--- src/hw/rtl/olpd_pkg.sv ---
`timescale 1ns / 1ps
package olpd_pkg;

   localparam int REQ_TYPE_W  = 3;
   localparam int VALUE_W     = 32;
   localparam int POSITION_W  = 4;
   localparam int STATUS_W    = 2;
   localparam int COUNT_W     = 5;

   localparam logic [REQ_TYPE_W-1:0] REQ_APPEND      = 3'd0;
   localparam logic [REQ_TYPE_W-1:0] REQ_REMOVE_HEAD = 3'd1;
   localparam logic [REQ_TYPE_W-1:0] REQ_REMOVE_TAIL = 3'd2;
   localparam logic [REQ_TYPE_W-1:0] REQ_REMOVE_POS  = 3'd3;
   localparam logic [REQ_TYPE_W-1:0] REQ_DUMP        = 3'd4;

   localparam logic [STATUS_W-1:0] ST_OK     = 2'd0;
   localparam logic [STATUS_W-1:0] ST_BADPOS = 2'd1;
   localparam logic [STATUS_W-1:0] ST_EMPTY  = 2'd2;
   localparam logic [STATUS_W-1:0] ST_FULL   = 2'd3;

   localparam int REQ_DATA_W = 40;
   localparam int RSP_DATA_W = 40;

   typedef logic [STATUS_W-1:0] status_type;
   typedef logic [COUNT_W-1:0]  count_type;

endpackage

--- src/hw/rtl/ordered_list_with_positional_delete.sv ---
`timescale 1ns / 1ps
// Single-result responses are registered as the request transfers. Dump: cells are read
// into a register, then registered out, one element per cycle while rsp_tready is high.
// Throughput: one request per cycle while rsp_tready is high; a dump takes no transfer
// until its last element is registered. A removal that moves cells holds req_tready
// low through S_SHIFT, which copies each later cell down one place, and S_DRAIN.
// Reset: entry count and handshake state cleared; cell memory is not cleared.
module ordered_list_with_positional_delete
   import olpd_pkg::*;
#(
   parameter int DEPTH = 16
) (
   input  logic                  clock,
   input  logic                  reset,
   input  logic                  req_tvalid,
   output logic                  req_tready,
   // [2:0] req_type, [34:3] item_value, [38:35] position, [39] zero
   input  logic [REQ_DATA_W-1:0] req_tdata,
   output logic                  rsp_tvalid,
   input  logic                  rsp_tready,
   // [1:0] status, [6:2] entry_count, [38:7] read_value, [39] zero
   output logic [RSP_DATA_W-1:0] rsp_tdata,
   output logic                  rsp_tlast
);

   localparam int AW = $clog2(DEPTH);
   localparam int CW = $clog2(DEPTH + 1);
   localparam int XW = ((CW > POSITION_W) ? CW : POSITION_W) + 1;

   localparam logic [1:0] S_IDLE  = 2'd0;
   localparam logic [1:0] S_SHIFT = 2'd1;
   localparam logic [1:0] S_DRAIN = 2'd2;
   localparam logic [1:0] S_DUMP  = 2'd3;

   logic [VALUE_W-1:0] mem [DEPTH];
   logic [VALUE_W-1:0] mem_rdata_ff;
   logic [AW-1:0]      mem_raddr;
   logic [AW-1:0]      mem_waddr;
   logic [VALUE_W-1:0] mem_wdata;
   logic               mem_we;

   logic [1:0]         state_ff, state_in;
   logic [CW-1:0]      count_ff, count_in;
   logic [CW-1:0]      idx_ff, idx_in;
   logic [CW-1:0]      idx_nx;
   logic               rdv_ff, rdv_in;
   logic [AW-1:0]      wr_addr_ff, wr_addr_in;

   logic               rsp_valid_ff, rsp_valid_in;
   status_type         rsp_status_ff, rsp_status_in;
   count_type          rsp_count_ff, rsp_count_in;
   logic [VALUE_W-1:0] rsp_value_ff, rsp_value_in;
   logic               rsp_last_ff, rsp_last_in;

   logic [REQ_TYPE_W-1:0] req_type;
   logic [VALUE_W-1:0]    req_value;
   logic [POSITION_W-1:0] req_pos;
   logic                  out_free;
   logic                  req_fire;
   logic [XW-1:0]         cnt_x;
   logic [XW-1:0]         rem_pos_x;
   logic [XW-1:0]         rem_next_x;
   logic                  dump_last;

   assign req_type  = req_tdata[2:0];
   assign req_value = req_tdata[34:3];
   assign req_pos   = req_tdata[38:35];

   assign out_free   = !rsp_valid_ff || rsp_tready;
   assign req_tready = (state_ff == S_IDLE) && out_free;
   assign req_fire   = req_tvalid && req_tready;

   assign cnt_x      = XW'(count_ff);
   assign rem_pos_x  = (req_type == REQ_REMOVE_HEAD) ? '0 : XW'(req_pos);
   assign rem_next_x = rem_pos_x + XW'(1);
   assign idx_nx     = idx_ff + CW'(1);
   assign dump_last  = (idx_nx == count_ff);

   always_comb begin
      state_in      = state_ff;
      count_in      = count_ff;
      idx_in        = idx_ff;
      rdv_in        = 1'b0;
      wr_addr_in    = idx_ff[AW-1:0] - AW'(1);
      rsp_valid_in  = rsp_valid_ff && !rsp_tready;
      rsp_status_in = rsp_status_ff;
      rsp_count_in  = rsp_count_ff;
      rsp_value_in  = rsp_value_ff;
      rsp_last_in   = rsp_last_ff;
      mem_raddr     = '0;
      mem_we        = rdv_ff;
      mem_waddr     = wr_addr_ff;
      mem_wdata     = mem_rdata_ff;

      case (state_ff)
         S_IDLE: begin
            if (req_fire) begin
               rsp_valid_in  = 1'b1;
               rsp_status_in = ST_OK;
               rsp_value_in  = '0;
               rsp_last_in   = 1'b1;
               case (req_type)
                  REQ_APPEND: begin
                     if (cnt_x >= XW'(DEPTH)) begin
                        rsp_status_in = ST_FULL;
                     end else begin
                        mem_we    = 1'b1;
                        mem_waddr = count_ff[AW-1:0];
                        mem_wdata = req_value;
                        count_in  = count_ff + CW'(1);
                     end
                  end
                  REQ_REMOVE_HEAD, REQ_REMOVE_POS: begin
                     if (rem_pos_x >= cnt_x) begin
                        rsp_status_in = (req_type == REQ_REMOVE_HEAD) ? ST_EMPTY : ST_BADPOS;
                     end else begin
                        count_in = count_ff - CW'(1);
                        if (rem_next_x < cnt_x) begin
                           idx_in   = CW'(rem_next_x);
                           state_in = S_SHIFT;
                        end
                     end
                  end
                  REQ_REMOVE_TAIL: begin
                     if (count_ff == '0) begin
                        rsp_status_in = ST_EMPTY;
                     end else begin
                        count_in = count_ff - CW'(1);
                     end
                  end
                  REQ_DUMP: begin
                     if (count_ff == '0) begin
                        rsp_status_in = ST_EMPTY;
                     end else begin
                        rsp_valid_in = 1'b0;
                        idx_in       = '0;
                        state_in     = S_DUMP;
                     end
                  end
                  default: begin
                  end
               endcase
               rsp_count_in = COUNT_W'(count_in);
            end
         end
         S_SHIFT: begin
            // read cell idx now, write it to idx-1 next cycle
            mem_raddr  = idx_ff[AW-1:0];
            rdv_in     = 1'b1;
            wr_addr_in = idx_ff[AW-1:0] - AW'(1);
            idx_in     = idx_nx;
            if (idx_ff == count_ff) begin
               state_in = S_DRAIN;
            end
         end
         S_DRAIN: begin
            state_in = S_IDLE;
         end
         S_DUMP: begin
            mem_raddr = idx_ff[AW-1:0];
            if (out_free) begin
               rsp_valid_in  = 1'b1;
               rsp_status_in = ST_OK;
               rsp_count_in  = COUNT_W'(count_ff);
               rsp_value_in  = mem_rdata_ff;
               rsp_last_in   = dump_last;
               idx_in        = idx_nx;
               mem_raddr     = idx_nx[AW-1:0];
               if (dump_last) begin
                  state_in = S_IDLE;
               end
            end
         end
         default: begin
            state_in = S_IDLE;
         end
      endcase
   end

   always_ff @(posedge clock) begin
      if (mem_we) begin
         mem[mem_waddr] <= mem_wdata;
      end
      mem_rdata_ff <= mem[mem_raddr];
   end

   always_ff @(posedge clock) begin
      if (reset) begin
         state_ff     <= S_IDLE;
         count_ff     <= '0;
         rdv_ff       <= 1'b0;
         rsp_valid_ff <= 1'b0;
      end else begin
         state_ff     <= state_in;
         count_ff     <= count_in;
         rdv_ff       <= rdv_in;
         rsp_valid_ff <= rsp_valid_in;
      end
   end

   always_ff @(posedge clock) begin
      idx_ff        <= idx_in;
      wr_addr_ff    <= wr_addr_in;
      rsp_status_ff <= rsp_status_in;
      rsp_count_ff  <= rsp_count_in;
      rsp_value_ff  <= rsp_value_in;
      rsp_last_ff   <= rsp_last_in;
   end

   assign rsp_tvalid = rsp_valid_ff;
   assign rsp_tlast  = rsp_last_ff;
   assign rsp_tdata  = {1'b0, rsp_value_ff, rsp_count_ff, rsp_status_ff};

endmodule

--- config.mk ---
export PLATFORM = sky130hd
export DESIGN_NAME = ordered_list_with_positional_delete
export DESIGN_NICKNAME = d
export VERILOG_FILES = /design/src/hw/rtl/olpd_pkg.sv /design/src/hw/rtl/ordered_list_with_positional_delete.sv
export SDC_FILE = /design/constraint.sdc
export NUM_CORES = 1
export LEC_CHECK = 0
export BUFFER_PORTS_ARGS = -buffer_cell sky130_fd_sc_hd__buf_2
export CORE_UTILIZATION = 56
export CTS_CLUSTER_SIZE = 30
export DETAILED_ROUTE_END_ITERATION = 10
export PLACE_DENSITY = 0.82
export SYNTH_ARGS = -nofsm -noshare
export SYNTH_HDL_FRONTEND = slang
export SYNTH_SLANG_ARGS = --single-unit
--- constraint.sdc ---
create_clock -name clock -period 4.7 [get_ports clock]
set_clock_uncertainty 0.1 [all_clocks]
set_input_delay 0.47 -clock clock [delete_from_list [all_inputs] [get_ports clock]]
set_output_delay 0.47 -clock clock [all_outputs]
set_load 0.01 [all_outputs]
==> run_results.csv <==
group,metric,value,unit
floorplanning,core,42000,um2
worst_setup_path,cpLargestDelayFamily,"simple AND/OR/NAND/NOR gates",
timing,fmax,265,MHz
pwr,p_leak,9.53,nW
clock_tree,holdBufCountCts,0,
floorplanning,rows,75,
floorplanning,die-area,43600,um2
routing,drt_first_iter_violations,1725,
clock_tree,cts_htree_levels,2,
clock_tree,cts_root_buffer,"clkbuf_16",
clock_tree,clkSlewWorstSetupHoldPaths,70,ps
global_route,use_met2,42.2,%
yosys,ys_warn_count,0,
placed_design,gp_congestion,0.916,
routing,drt-total-wl,56700,um
floorplanning,die_w,209,um
clock_tree,ctsResizeCount,0,
worst_setup_path,required,4880,ps
placed_design,dp_hpwl,30500,um
placed_design,place_area,25200,um2
cells_and_area,multi_input_area,5930,um2
global_route,grt_antenna_before_repair,0,
yosys,ys_async_sr_fraction,0,%
routing,via_per_inst,6.36,
timing,setup_viol,0,
global_route,grt_pass1_wl,84700,um
worst_setup_path,timing.critical_path.buf_inv,2,
timing,hold_viol_final,0,
clock_tree,numCtsBuffers,55,
global_route,grt_util_all_layers,26.0,%
yosys,ys_top_cells_by_area,"edfxtp_1, nand2_1, mux2i_1, a32oi_1, dfxtp_1",
timing,maxSlewViolCount,0,
worst_setup_path,cp_max_fo,21,
timing,grt_setup_unrepaired,"false",
routing,drc_errors,0,
status,outcome,"finished, final reports clean",
yosys,synth_most_common_cell,"edfxtp_1",
yosys,syn_area_per_cell,14.8,um2
clock_tree,cts_setup_buffers,0,
routing,post_drt_wl_per_cell,24.8,um
pwr,power.density,501,nW/um2
timing,period_needed,3780,ps
clock_tree,insertion_delay,610,ps
pwr,ir_drop,286,uV
yosys,synth.top_cell.area_share,69.8,%
cells_and_area,seq_area,17600,um2
routing,num_vias,14563,
yosys,synth_edf_count,557,
yosys,yosys.area.top_type,"edfxtp_1",
yosys,synthesis.area,24000,um2
yosys,synth_fp_nets,1679,
timing,worstMarginPinSlew,1050,ps
floorplanning,ios,87,
worst_setup_path,cp-end-kind,"flop",
timing,fin_tns_setup,0,ps
routing,postRouteAntennaNets,0,
yosys,synthCells,1619,
worst_setup_path,arrival,3950,ps
worst_setup_path,cp-start-kind,"flop",
job,cap_violations,0,
yosys,synthFlopType,"edfxtp_1",
cells_and_area,num-fill-cells,2826,
global_route,grt_pass1_vias,14536,
global_route,met3_usage,4.36,%
cells_and_area,final_layout_size_suffix_gt1_share,13.7,%
worst_setup_path,path_class,"reg -> reg",
worst_setup_path,cp_cell_sequence,"inv_1 -> ha_1 -> and4b_1 -> nand3_2 -> nor3_1 -> a31oi_1 -> nor2_4 -> buf_4",
routing,drtPass1Iterations,6,
global_route,grt_overflow,0,
cells_and_area,syn2layout_area_growth,12.2,%
cells_and_area,final_area,26900,um2
timing,period_share,80.3,%
yosys,ys_ff_latch,602,
floorplanning,die_h,209,um
global_route,grt_max_degree,83,
placed_design,io_buffer_count,84,
worst_setup_path,critPathSlowestCell,"nor2_4",
min_path,hold_path.class,"in -> reg",
floorplanning,start_util,57.0,%
global_route,grt_busiest_layer,"met2",
clock_tree,tritoncts,"built",
yosys,yosysUniqueCellTypes,59,
clock_tree,cts_buffer_depth,3,
cells_and_area,fin_nets,1766,
yosys,yosysSeqAreaShare,73.6,%
worst_setup_path,slowest_delay,810,ps
global_route,met1_usage,35.0,%
timing,relSlewSlack,30.0,%
yosys,ys_top_cells_by_count,"edfxtp_1, nand2_1, mux2i_1, a32oi_1, dfxtp_1",
clock_tree,cts_sinks,602,
cells_and_area,n_antenna_cell,0,
power breakdown:
part | switching, mW | leakage (nW) | internal, mW
clock network | 1.86 | 0.834 | 2.42
logic | 1.61 | 3.30 | 0.628
registers | 0.163 | 5.40 | 6.79
state kept, by name, summed over array words and instances, names as in the netlist:
| register | flops |
|---|---|
| mem | 512 |
| mem_rdata_ff | 32 |
| rsp_value_ff | 32 |
| count_ff | 5 |
| idx_ff | 5 |
| rsp_count_ff | 5 |
| wr_addr_ff | 4 |
| rsp_status_ff | 2 |
| state_ff | 2 |
| rdv_ff | 1 |
| rsp_tlast | 1 |
| rsp_tvalid | 1 |
final timing paths:
kind / startpoint / slack (ps) / cells past startpoint / end
setup / recovery: state_ff[0] / 920 / 8 / mem[9][2]
hold / removal: reset / 50 / 2 / rsp_tvalid
setup reg to reg: state_ff[0] / 920 / 8 / mem[9][2]
hold reg to reg: state_ff[1] / 420 / 2 / state_ff[1]
layer usage:
metal  vias to the layer above  share of wire [%]
met2                       925                 48
met1                      7107                 37
met3                       181                 11
li1                       6350                  -
met4                         0                4.2
met5                         -                  0
logic make-up after synthesis:
kind of cell	Yosys count	synth area share, %
AOI/OAI and AO/OA	204	6.91
DFF	602	73.6
and+or+nand+nor	530	9.99
muxes	131	5.47
xor gates and xnor gates	20	0.731
buffers and inverters	115	2.49
adders and majority gates	16	0.835
other	1	0.0156
per-stage QoR:
stage          hold slack [ps]  instances  total power, mW  util (%)  setup WS (ps)
5_1_grt                   63.9       2291             13.9      64.0            747
4_1_cts                   35.1       2291             13.5      64.0            984
3_3_place_gp               388       2188             9.13      59.9            927
6_report                  54.6       2291             13.5      64.0            924
3_5_place_dp               414       2188             9.25      59.9            840
2_1_floorplan              368       1619             8.47         -           16.7
layout by cell type (no fill, tap or decap), types with 8 or more instances in the layout:
master and n:
and4_1 32, inv_1 16, dfxtp_1 45, clkbuf_16 57, buf_4 36, mux2i_1 131
xnor2_1 13, nor2_4 17, buf_12 9, a32oi_1 128, nor2_1 19, edfxtp_1 557
buf_2 84, a21oi_1 8, ha_1 15, a31oi_1 13, nand3_1 10, o21ai_0 16
and2_1 33, nand2_1 374, clkbuf_1 24
final cells by class:
type	count	share of cell area, %
Clock buffer	86	5.89
Timing Repair Buffer	129	3.24
Multi-Input combinational cell	902	22.1
Sequential cell	602	65.5
Clock inverter	17	0.526
Tap cell	539	2.51
Inverter	16	0.223
Power figures use the tool's default switching activity.
